$ cat src/hw/rtl/nlms_anc_pkg.sv
package nlms_anc_pkg;

    // Field and register widths
    localparam int ECG_W      = 12;
    localparam int REF_W      = 16;
    localparam int OUT_W      = 16;
    localparam int TAPCNT_W   = 6;
    localparam int STEP_W     = 16;
    localparam int REGZ_W     = 16;
    localparam int CFG_DATA_W = 16;
    localparam int CFG_IDX_W  = 2;
    localparam int WEIGHT_W   = 24;
    localparam int AVG_W      = 24;
    localparam int SCNT_W     = 10;

    // Shared multiplier: A covers mu*err (33 bits signed), B covers 16-bit samples
    localparam int MUL_A_W = 34;
    localparam int MUL_B_W = 25;
    localparam int PROD_W  = MUL_A_W + MUL_B_W;

    // |mu * err * x| stays below 2^46
    localparam int DVD_W = 46;

    localparam int MAX_TAPS_DEF = 32;
    localparam int NORM_W_DEF   = 32 + $clog2(MAX_TAPS_DEF);

    // Register indexes
    localparam logic [CFG_IDX_W-1:0] REG_TAP_COUNT   = 2'd0;
    localparam logic [CFG_IDX_W-1:0] REG_STEP_SIZE   = 2'd1;
    localparam logic [CFG_IDX_W-1:0] REG_REGULARIZER = 2'd2;

    // Constants
    localparam int MID_SCALE    = 2048;
    localparam int ERR_MAX      = 32767;
    localparam int ERR_MIN      = -32768;
    localparam int WEIGHT_LIMIT = 32'h7FFFFF;
    localparam int CONV_SAMPLES = 512;
    localparam int CONV_POWER   = 1000;
    localparam int DEF_TAPS     = 32;
    localparam int DEF_STEP     = 3277;
    localparam int DEF_REG      = 328;

    typedef struct packed {
        logic busy;
        logic done;
    } t_div_stat;

endpackage

$ cat src/hw/rtl/nlms_adaptive_noise_canceller.sv
// NLMS adaptive noise canceller, Q15. Each input transaction carries one 12-bit ECG
// sample, one signed reference (motion) sample and an adapt flag, and yields exactly one
// output transaction: the ECG minus mid-scale minus the FIR estimate of the artifact,
// saturated to 16 bits, plus a sticky converged flag. All arithmetic runs through one
// shared signed multiplier and one restoring divider (one quotient bit per cycle) under
// a small sequencer, so the block takes one sample at a time and holds o_in_stall high
// until that sample's result is loaded into the output register. With adapt_enable low a
// sample takes only the FIR pass and the error; with it high a power pass and a per-tap
// divide and weight update follow. A finished result waits in the output register while
// the next sample is already accepted. Configuration (tap count, step size, regularizer)
// must be written through the plain write port while the block is idle; the block itself
// does not enforce this. A zero or oversize tap count falls back to MAX_TAPS, a zero step
// size or regularizer to its default. Weight and history memories read as zero after reset
// through per-entry valid bits, so no clearing pass is needed.
module nlms_adaptive_noise_canceller
    import nlms_anc_pkg::*;
#(
    parameter int MAX_TAPS = MAX_TAPS_DEF
) (
    input  logic                         i_clk,
    input  logic                         i_rst_n,
    // input channel
    input  logic                         i_in_valid,
    output logic                         o_in_stall,
    input  logic [ECG_W-1:0]             i_ecg_sample,
    input  logic signed [REF_W-1:0]      i_reference,
    input  logic                         i_adapt_enable,
    // output channel
    output logic                         o_out_valid,
    input  logic                         i_out_stall,
    output logic signed [OUT_W-1:0]      o_cleaned_sample,
    output logic                         o_converged,
    // configuration write port
    input  logic                         i_cfg_we,
    input  logic [CFG_IDX_W-1:0]         i_cfg_index,
    input  logic [CFG_DATA_W-1:0]        i_cfg_data
);

    localparam int AW     = $clog2(MAX_TAPS);
    localparam int CW     = $clog2(MAX_TAPS + 1);
    localparam int ACC_W  = 40 + AW;
    localparam int PW     = 31 + AW;
    localparam int NW     = PW + 1;

    // Sequencer states
    localparam logic [4:0] S_IDLE  = 5'd0;
    localparam logic [4:0] S_F_RD  = 5'd1;
    localparam logic [4:0] S_F_MUL = 5'd2;
    localparam logic [4:0] S_F_ACC = 5'd3;
    localparam logic [4:0] S_ERR   = 5'd4;
    localparam logic [4:0] S_SQ    = 5'd5;
    localparam logic [4:0] S_EMA   = 5'd6;
    localparam logic [4:0] S_P_RD  = 5'd7;
    localparam logic [4:0] S_P_MUL = 5'd8;
    localparam logic [4:0] S_P_ACC = 5'd9;
    localparam logic [4:0] S_MUE   = 5'd10;
    localparam logic [4:0] S_NORM  = 5'd11;
    localparam logic [4:0] S_W_RD  = 5'd12;
    localparam logic [4:0] S_W_MUL = 5'd13;
    localparam logic [4:0] S_W_ST  = 5'd14;
    localparam logic [4:0] S_W_DIV = 5'd15;
    localparam logic [4:0] S_W_WR  = 5'd16;
    localparam logic [4:0] S_OUT   = 5'd17;

    logic [4:0]                r_state, n_state;
    logic [CW-1:0]             r_k, n_k;
    logic [AW-1:0]             r_ptr;

    logic [TAPCNT_W-1:0]       r_tap_count;
    logic [STEP_W-1:0]         r_step;
    logic [REGZ_W-1:0]         r_regz;

    // Memories and their valid bits
    logic signed [REF_W-1:0]    hist_mem [MAX_TAPS];
    logic signed [WEIGHT_W-1:0] w_mem    [MAX_TAPS];
    logic [MAX_TAPS-1:0]        r_hvld;
    logic [MAX_TAPS-1:0]        r_wvld;
    logic signed [REF_W-1:0]    r_x_raw;
    logic signed [WEIGHT_W-1:0] r_w_raw;
    logic                       r_xv;
    logic                       r_wv;

    logic [ECG_W-1:0]           r_ecg;
    logic                       r_adapt;
    logic signed [ACC_W-1:0]    r_acc;
    logic [PW-1:0]              r_pow;
    logic [NW-1:0]              r_norm;
    logic signed [OUT_W-1:0]    r_err;
    logic signed [32:0]         r_mu_err;
    logic signed [PROD_W-1:0]   r_prod;
    logic                       r_neg;

    logic [AVG_W-1:0]           r_avg;
    logic [SCNT_W-1:0]          r_cnt;
    logic                       r_conv;

    logic                       r_out_valid;
    logic signed [OUT_W-1:0]    r_out_sample;
    logic                       r_out_conv;

    // Combinational helpers
    logic [CW-1:0]              taps_act;
    logic [STEP_W-1:0]          mu_act;
    logic [REGZ_W-1:0]          eps_act;
    logic [AW-1:0]              ks;
    logic [AW:0]                slot_wrap;
    logic [AW-1:0]              slot;
    logic                       last;
    logic                       in_accept;
    logic                       out_free;
    logic signed [REF_W-1:0]    x;
    logic signed [WEIGHT_W-1:0] w;
    logic signed [MUL_A_W-1:0]  mul_a;
    logic signed [MUL_B_W-1:0]  mul_b;
    logic signed [ACC_W-1:0]    est;
    logic signed [ECG_W:0]      ecg_c;
    logic signed [ACC_W:0]      err_full;
    logic signed [OUT_W-1:0]    err_sat;
    logic [31:0]                sq;
    logic [AVG_W:0]             avg_sum;
    logic [AVG_W-1:0]           avg_nx;
    logic [SCNT_W-1:0]          cnt_nx;
    logic signed [PROD_W-1:0]   prod_mag;
    logic [DVD_W-1:0]           dividend;
    t_div_stat                  div_stat;
    logic [DVD_W-1:0]           div_quo;
    logic signed [DVD_W:0]      q_s;
    logic signed [DVD_W+1:0]    w_sum;
    logic signed [WEIGHT_W-1:0] w_new;

    // Effective configuration: zero or oversize tap count gives MAX_TAPS, zero step or regularizer the default
    always_comb begin
        if (r_tap_count == '0 || 32'(r_tap_count) > MAX_TAPS) begin
            taps_act = CW'(MAX_TAPS);
        end else begin
            taps_act = CW'(r_tap_count);
        end
        mu_act  = (r_step == '0) ? STEP_W'(DEF_STEP) : r_step;
        eps_act = (r_regz == '0) ? REGZ_W'(DEF_REG) : r_regz;
    end

    // Tap k reads history slot (ptr - k) mod MAX_TAPS
    always_comb begin
        ks        = r_k[AW-1:0];
        slot_wrap = {1'b0, r_ptr} + (AW+1)'(MAX_TAPS) - {1'b0, ks};
        slot      = (r_ptr >= ks) ? (r_ptr - ks) : slot_wrap[AW-1:0];
        last      = (r_k == taps_act - 1'b1);
    end

    assign in_accept = (r_state == S_IDLE) && i_in_valid;
    assign out_free  = !r_out_valid || !i_out_stall;
    assign x         = r_xv ? r_x_raw : '0;
    assign w         = r_wv ? r_w_raw : '0;

    // Shared multiplier operand select
    always_comb begin
        case (r_state)
            S_F_MUL: begin
                mul_a = MUL_A_W'(w);
                mul_b = MUL_B_W'(x);
            end
            S_SQ: begin
                mul_a = MUL_A_W'(r_err);
                mul_b = MUL_B_W'(r_err);
            end
            S_P_MUL: begin
                mul_a = MUL_A_W'(x);
                mul_b = MUL_B_W'(x);
            end
            S_MUE: begin
                mul_a = MUL_A_W'(signed'({1'b0, mu_act}));
                mul_b = MUL_B_W'(r_err);
            end
            S_W_MUL: begin
                mul_a = MUL_A_W'(r_mu_err);
                mul_b = MUL_B_W'(x);
            end
            default: begin
                mul_a = '0;
                mul_b = '0;
            end
        endcase
    end

    // Error: (ecg - mid-scale) - floor(acc / 2^15), saturated
    always_comb begin
        est      = r_acc >>> 15;
        ecg_c    = signed'({1'b0, r_ecg}) - (ECG_W+1)'(MID_SCALE);
        err_full = (ACC_W+1)'(ecg_c) - (ACC_W+1)'(est);
        if (err_full > ERR_MAX) begin
            err_sat = OUT_W'(ERR_MAX);
        end else if (err_full < ERR_MIN) begin
            err_sat = OUT_W'(ERR_MIN);
        end else begin
            err_sat = err_full[OUT_W-1:0];
        end
    end

    // Error power average and sample count
    always_comb begin
        sq      = r_prod[31:0];
        avg_sum = (AVG_W+1)'(r_avg) - (AVG_W+1)'(r_avg[AVG_W-1:8]) + (AVG_W+1)'(sq[31:16]);
        avg_nx  = avg_sum[AVG_W-1:0];
        cnt_nx  = (r_cnt < SCNT_W'(CONV_SAMPLES + 1)) ? r_cnt + 1'b1 : r_cnt;
    end

    // Divider operands and weight update
    always_comb begin
        prod_mag = r_prod[PROD_W-1] ? -r_prod : r_prod;
        dividend = prod_mag[DVD_W-1:0];
        q_s      = r_neg ? -signed'({1'b0, div_quo}) : signed'({1'b0, div_quo});
        w_sum    = (DVD_W+2)'(w) + (DVD_W+2)'(q_s);
        if (w_sum > WEIGHT_LIMIT) begin
            w_new = WEIGHT_W'(WEIGHT_LIMIT);
        end else if (w_sum < -WEIGHT_LIMIT) begin
            w_new = WEIGHT_W'(-WEIGHT_LIMIT);
        end else begin
            w_new = w_sum[WEIGHT_W-1:0];
        end
    end

    nlms_anc_div #(
        .DIVIDEND_W (DVD_W),
        .DIVISOR_W  (NW)
    ) u_div (
        .i_clk      (i_clk),
        .i_rst_n    (i_rst_n),
        .i_start    (r_state == S_W_ST),
        .i_dividend (dividend),
        .i_divisor  (r_norm),
        .o_stat     (div_stat),
        .o_quotient (div_quo)
    );

    // Sequencer: FIR pass, error, then power pass and per-tap divide when adapting
    always_comb begin
        n_state = r_state;
        n_k     = r_k;
        unique case (r_state)
            S_IDLE: begin
                if (i_in_valid) begin
                    n_state = S_F_RD;
                    n_k     = '0;
                end
            end
            S_F_RD:  n_state = S_F_MUL;
            S_F_MUL: n_state = S_F_ACC;
            S_F_ACC: begin
                if (last) begin
                    n_state = S_ERR;
                    n_k     = '0;
                end else begin
                    n_state = S_F_RD;
                    n_k     = r_k + 1'b1;
                end
            end
            S_ERR: n_state = S_SQ;
            S_SQ:  n_state = S_EMA;
            S_EMA: n_state = r_adapt ? S_P_RD : S_OUT;
            S_P_RD:  n_state = S_P_MUL;
            S_P_MUL: n_state = S_P_ACC;
            S_P_ACC: begin
                if (last) begin
                    n_state = S_MUE;
                    n_k     = '0;
                end else begin
                    n_state = S_P_RD;
                    n_k     = r_k + 1'b1;
                end
            end
            S_MUE:   n_state = S_NORM;
            S_NORM:  n_state = S_W_RD;
            S_W_RD:  n_state = S_W_MUL;
            S_W_MUL: n_state = S_W_ST;
            S_W_ST:  n_state = S_W_DIV;
            S_W_DIV: begin
                if (div_stat.done) begin
                    n_state = S_W_WR;
                end
            end
            S_W_WR: begin
                if (last) begin
                    n_state = S_OUT;
                end else begin
                    n_state = S_W_RD;
                    n_k     = r_k + 1'b1;
                end
            end
            S_OUT: begin
                if (out_free) begin
                    n_state = S_IDLE;
                end
            end
            default: n_state = S_IDLE;
        endcase
    end

    // Control state
    always_ff @(posedge i_clk) begin
        if (!i_rst_n) begin
            r_state     <= S_IDLE;
            r_k         <= '0;
            r_ptr       <= '0;
            r_tap_count <= TAPCNT_W'(DEF_TAPS);
            r_step      <= STEP_W'(DEF_STEP);
            r_regz      <= REGZ_W'(DEF_REG);
            r_hvld      <= '0;
            r_wvld      <= '0;
            r_xv        <= 1'b0;
            r_wv        <= 1'b0;
            r_avg       <= '0;
            r_cnt       <= '0;
            r_conv      <= 1'b0;
            r_out_valid <= 1'b0;
        end else begin
            r_state <= n_state;
            r_k     <= n_k;
            r_xv    <= r_hvld[slot];
            r_wv    <= r_wvld[ks];

            if (i_cfg_we) begin
                unique case (i_cfg_index)
                    REG_TAP_COUNT:   r_tap_count <= i_cfg_data[TAPCNT_W-1:0];
                    REG_STEP_SIZE:   r_step      <= i_cfg_data[STEP_W-1:0];
                    REG_REGULARIZER: r_regz      <= i_cfg_data[REGZ_W-1:0];
                    default: ;
                endcase
            end

            if (in_accept) begin
                r_hvld[r_ptr] <= 1'b1;
            end
            if (r_state == S_W_WR) begin
                r_wvld[ks] <= 1'b1;
            end

            // Update the error average and latch the sticky flag
            if (r_state == S_EMA) begin
                r_avg <= avg_nx;
                r_cnt <= cnt_nx;
                if (cnt_nx > SCNT_W'(CONV_SAMPLES) && avg_nx < AVG_W'(CONV_POWER)) begin
                    r_conv <= 1'b1;
                end
            end

            // Load the result and advance the history pointer; drop valid once taken
            if (r_state == S_OUT && out_free) begin
                r_out_valid <= 1'b1;
                r_ptr       <= (r_ptr == AW'(MAX_TAPS - 1)) ? '0 : r_ptr + 1'b1;
            end else if (!i_out_stall) begin
                r_out_valid <= 1'b0;
            end
        end
    end

    // Memories and datapath
    always_ff @(posedge i_clk) begin
        r_x_raw <= hist_mem[slot];
        r_w_raw <= w_mem[ks];
        r_prod  <= mul_a * mul_b;

        case (r_state)
            S_IDLE: begin
                if (i_in_valid) begin
                    hist_mem[r_ptr] <= i_reference;
                    r_ecg           <= i_ecg_sample;
                    r_adapt         <= i_adapt_enable;
                    r_acc           <= '0;
                    r_pow           <= '0;
                end
            end
            S_F_ACC: r_acc <= r_acc + signed'(r_prod[ACC_W-1:0]);
            S_ERR:   r_err <= err_sat;
            S_P_ACC: r_pow <= r_pow + PW'(r_prod[30:0]);
            S_NORM: begin
                r_mu_err <= r_prod[32:0];
                r_norm   <= NW'(r_pow) + NW'(eps_act);
            end
            S_W_ST: r_neg <= r_prod[PROD_W-1];
            S_W_WR: w_mem[ks] <= w_new;
            S_OUT: begin
                if (out_free) begin
                    r_out_sample <= r_err;
                    r_out_conv   <= r_conv;
                end
            end
            default: ;
        endcase
    end

    assign o_in_stall       = (r_state != S_IDLE);
    assign o_out_valid      = r_out_valid;
    assign o_cleaned_sample = r_out_sample;
    assign o_converged      = r_out_conv;

`ifndef SYNTHESIS
    a_wr_only_adapt: assert property (@(posedge i_clk) disable iff (!i_rst_n)
        (r_state == S_W_WR) |-> r_adapt)
        else $error("weight write without adaptation");

    a_div_done_wait: assert property (@(posedge i_clk) disable iff (!i_rst_n)
        div_stat.done |-> (r_state == S_W_DIV))
        else $error("divider finished outside its wait state");

    a_conv_sticky: assert property (@(posedge i_clk) disable iff (!i_rst_n)
        r_conv |=> r_conv)
        else $error("converged flag dropped");

    a_out_loaded: assert property (@(posedge i_clk) disable iff (!i_rst_n)
        (r_state == S_OUT && out_free) |=> (r_out_valid && r_state == S_IDLE))
        else $error("result not presented after load");
`endif

endmodule

$ cat src/hw/rtl/nlms_anc_div.sv
module nlms_anc_div
    import nlms_anc_pkg::*;
#(
    parameter int DIVIDEND_W = DVD_W,
    parameter int DIVISOR_W  = NORM_W_DEF
) (
    input  logic                  i_clk,
    input  logic                  i_rst_n,
    input  logic                  i_start,
    input  logic [DIVIDEND_W-1:0] i_dividend,
    input  logic [DIVISOR_W-1:0]  i_divisor,
    output t_div_stat             o_stat,
    output logic [DIVIDEND_W-1:0] o_quotient
);

    localparam int CNT_W = $clog2(DIVIDEND_W);

    logic                  r_busy;
    logic                  r_done;
    logic [CNT_W-1:0]      r_cnt;
    logic [DIVISOR_W-1:0]  r_rem;
    logic [DIVIDEND_W-1:0] r_quo;
    logic [DIVISOR_W-1:0]  r_dvs;

    logic [DIVISOR_W:0]    rem_sh;
    logic [DIVISOR_W:0]    rem_diff;
    logic                  ge;

    // One restoring step: shift in the next dividend bit, subtract when it fits
    always_comb begin
        rem_sh   = {r_rem, r_quo[DIVIDEND_W-1]};
        ge       = rem_sh >= {1'b0, r_dvs};
        rem_diff = rem_sh - {1'b0, r_dvs};
    end

    always_ff @(posedge i_clk) begin
        if (!i_rst_n) begin
            r_busy <= 1'b0;
            r_done <= 1'b0;
            r_cnt  <= '0;
        end else begin
            r_done <= 1'b0;
            if (i_start) begin
                r_busy <= 1'b1;
                r_cnt  <= '0;
            end else if (r_busy) begin
                r_cnt <= r_cnt + 1'b1;
                if (r_cnt == CNT_W'(DIVIDEND_W - 1)) begin
                    r_busy <= 1'b0;
                    r_done <= 1'b1;
                end
            end
        end
    end

    always_ff @(posedge i_clk) begin
        if (i_start) begin
            r_rem <= '0;
            r_quo <= i_dividend;
            r_dvs <= i_divisor;
        end else if (r_busy) begin
            r_rem <= ge ? rem_diff[DIVISOR_W-1:0] : rem_sh[DIVISOR_W-1:0];
            r_quo <= {r_quo[DIVIDEND_W-2:0], ge};
        end
    end

    assign o_stat.busy = r_busy;
    assign o_stat.done = r_done;
    assign o_quotient  = r_quo;

endmodule
$ cat config.mk
export PLATFORM = sky130hd
export DESIGN_NAME = nlms_adaptive_noise_canceller
export DESIGN_NICKNAME = d
export VERILOG_FILES = /design/src/hw/rtl/nlms_anc_pkg.sv /design/src/hw/rtl/nlms_adaptive_noise_canceller.sv /design/src/hw/rtl/nlms_anc_div.sv
export SDC_FILE = /design/constraint.sdc
export NUM_CORES = 2
export LEC_CHECK = 0
export BUFFER_PORTS_ARGS = -buffer_cell sky130_fd_sc_hd__buf_2
export CELL_PAD_IN_SITES_DETAIL_PLACEMENT = 1
export CELL_PAD_IN_SITES_GLOBAL_PLACEMENT = 2
export CORE_MARGIN = 3
export CORE_UTILIZATION = 46
export CTS_CLUSTER_SIZE = 12
export DETAILED_ROUTE_END_ITERATION = 6
export GPL_ROUTABILITY_DRIVEN = 0
export PLACE_DENSITY = 0.93
export SYNTH_ARGS = -nofsm -noshare
export SYNTH_HDL_FRONTEND = slang
export SYNTH_SLANG_ARGS = --single-unit
$ cat constraint.sdc
create_clock -name i_clk -period 11.4 [get_ports i_clk]
set_input_delay 1.14 -clock i_clk [delete_from_list [all_inputs] [get_ports i_clk]]
set_output_delay 1.14 -clock i_clk [all_outputs]
set_load 0.03 [all_outputs]
==> out/results.ini <==
[critical_path]
path_max_fanout = 25
slowest_stage = a32oi_1
start_kind = flip-flop
arrival_ns = 11.64
cpMostUsedCell = fa_1
reg2regPathDepth = 34
endpoint_kind = flip-flop
worstSetupPathType = reg -> reg
max_stage_delay_ns = 0.87
path_depth = 34
crit_family = adder cells
crit_buf_inv = 8
crit_required_ns = 12.17

[synth]
synthFlopType = edfxtp_1
yosys_warnings = 0
synth_cell_type_count = 105
avgSynthCellArea_um2 = 12.56
syn_nets = 10044
synth-seq-cells = 1849
synth_top_area_share = 0.4253
yosysMostFrequentCell = edfxtp_1
synth_common_cells = edfxtp_1, inv_1, fa_1
synth_cells = 8775
synth_edf_count = 1561
async_flop_share = 0
synth_top_area_cell = edfxtp_1
synth-seq-area-share = 0.4776
syn_area_um2 = 110200
synth.area.top_cells = edfxtp_1, fa_1, mux4_2, dfxtp_1, ha_1

[power_and_ir_drop]
power_density_nw_per_um2 = 125.1
ir_worst_vdd_mv = 0.1451
p_leak_nw = 47.04

[clocking]
root_buffer = clkbuf_16
cts_tree = done
cts_sinks = 1849
path_clk_slew_ns = 0.06
cts_setup_buffers = 0
clk_latency_ns = 0.86
cts_hold_buf = 0
cts_made_buffers = 189
clk_path_buf_depth = 3
htree_num_levels = 4

[route]
via_count = 74111
wl_per_cell_um = 28.65
wl_met2_mm = 170.9
vias_per_cell = 6.072
wl_met3_mm = 29.63
drc_errors = 1
antenna_left = 0
wl_met1_mm = 132.9
drt_iter0_markers = 7590
dr.max_layer_used = met5
drt_pass1_iterations = 7
drt-total-wl_mm = 349.6

[global_routing]
grt_pass1_wl_mm = 522.1
first_global_vias = 79755
grt-ovfl-total = 0
grt_max_degree = 133
antenna_found_initial = 25
grt_usage = 0.2858

[flow_run]
cap_viol_max_count = 0

[timing]
rsz0062_at_grt = no
setup_tns_ns = 0
tightest_slew_ns = 1.410
min_period_ns = 10.88
slew_violations = 0
fin_skew_ns = 0.07376
clock.fmax_mhz = 91.94
fin_crit_sh = 0.9541
setup_ws_ns = 0.5237
finalSetupViolCount = 0
relSlewSlack = 0.05967
hold_viol_final = 0

[finish]
drive_above_1_share = 0.1218
nets = 10144
area.growth.synth_to_final_pct = 10.20

[place]
place_hpwl_mm = 244.5
place.port_buffers = 70
place_ws_ns = 0.4520

[min_path]
hp-class = reg -> reg
min_path_cells = 0

[floorplan]
rows = 179
dieArea_um2 = 245500
die_w_um = 495.5
core_area_um2 = 238100
ioPinCount = 71
die_y_um = 495.5
start_util = 0.4630

[status]
violations = DRC
outcome = finished with violations

-- worst reg2reg max path, delay by kind of cell, from the launching register on --
kind                     cells  cell delay, ns
AND/OR/NAND/NOR              8            2.50
buffers and inverters        8            0.97
XOR/XNOR                     1            0.13
adder cells (fa/ha/maj)      8            3.97
flip-flops                   1            0.68
AO/OA/AOI/OAI                9            2.61
-- power breakdown --
| part | switching [W] | internal (W) |
|---|---|---|
| logic | 0.000847 | 0.000655 |
| registers | 0.000166 | 0.00738 |
| clock network | 0.00275 | 0.00340 |
-- cell usage in the layout, fill, tap and decap left out, types with 22 or more instances in the layout --
cell and n:
buf_2 70, and3_1 54, nor2b_1 38, o211ai_1 22
mux4_2 370, clkbuf_1 93, fa_1 790, nor2_2 29
clkbuf_16 193, buf_4 193, a21oi_1 326, dfxtp_1 284
nor2_4 34, a211oi_1 40, o21bai_1 32, ha_1 425
a21o_1 167, o21ai_0 251, o21ai_1 24, nand4_1 74
or3_1 44, mux2i_1 54, nor4_1 37, nand3_1 104
nor2_1 699, edfxtp_1 1561, o21a_1 35, nand2b_1 57
and2_1 58, xnor2_1 259, nor3_1 72, xor2_1 132
inv_1 1077, nand2_1 682, a31oi_1 36, a22oi_1 111
o31ai_1 37
-- path summary, 6_finish.rpt --
kind / startpoint / to / slack (ns)
setup / recovery: r_state[2] / r_prod[43] / 0.52
hold / removal: r_norm[34] / u_div.r_dvs[34] / 0.39
setup reg to reg: r_state[2] / r_prod[43] / 0.52
hold reg to reg: r_norm[34] / u_div.r_dvs[34] / 0.39
-- stage by stage --
step / power (W) / std cells / hold slack [ns] / utilization / instance area, um^2
finish: 0.01520 / 12205 / 0.3937 / 0.5102 / 121500
floorplan: 0.008676 / 8775 / 0.4003 / - / 110200
global route: 0.01567 / 12200 / 0.4119 / 0.5102 / 121500
CTS: 0.01526 / 12196 / 0.3952 / 0.5096 / 121300
global placement: 0.009095 / 11847 / 0.4068 / 0.4840 / 115200
detailed placement: 0.009162 / 11848 / 0.4074 / 0.4840 / 115200
-- sequential cells by signal, indices dropped and copies added, names as in the netlist, 16 cells and up --
register	flops
hist_mem	512
r_regz	16
r_w_raw	24
r_err	16
r_acc	45
r_prod	47
u_div.r_rem	37
o_cleaned_sample	16
r_step	16
r_x_raw	16
r_wvld	32
u_div.r_dvs	37
r_norm	37
u_div.o_quotient	46
w_mem	768
r_pow	36
r_hvld	32
r_mu_err	33
r_avg	24
-- layer usage --
metal	vias to the layer above	track usage
met5	-	0
met4	18	0.1162
met3	814	0.05565
met2	3481	0.4746
met1	38575	0.3693
li1	31223	-
-- final cells by class --
class | count | area (um^2)
fill | 24140 | 116600
multi-input combinational | 5487 | 52820
sequential | 1849 | 52650
clock buffer | 298 | 5344
inverter | 1080 | 4056
tap | 3167 | 3963
timing repair buffer | 268 | 1876
clock inverter | 50 | 747.0
antenna | 6 | 15.01
-- kinds of logic after synthesis --
family                     count (synthesis)  share of synthesized area
buffers and inverters                   1439                    0.04974
muxes                                    442                    0.08233
adders and majority gates               1217                     0.1920
xor gates and xnor gates                 394                    0.03131
AOI/OAI and AO/OA                       1337                    0.08127
and+or+nand+nor                         2097                    0.08575
DFF                                     1849                     0.4776
-- repair_timing --
item | 4_1_cts | 5_1_grt
endpoints found under the setup margin | 0 | 4
hold endpoints to repair | 0 | 0
gates resized for setup | 0 | 3
No activity file was read; power rests on OpenSTA's default activity.
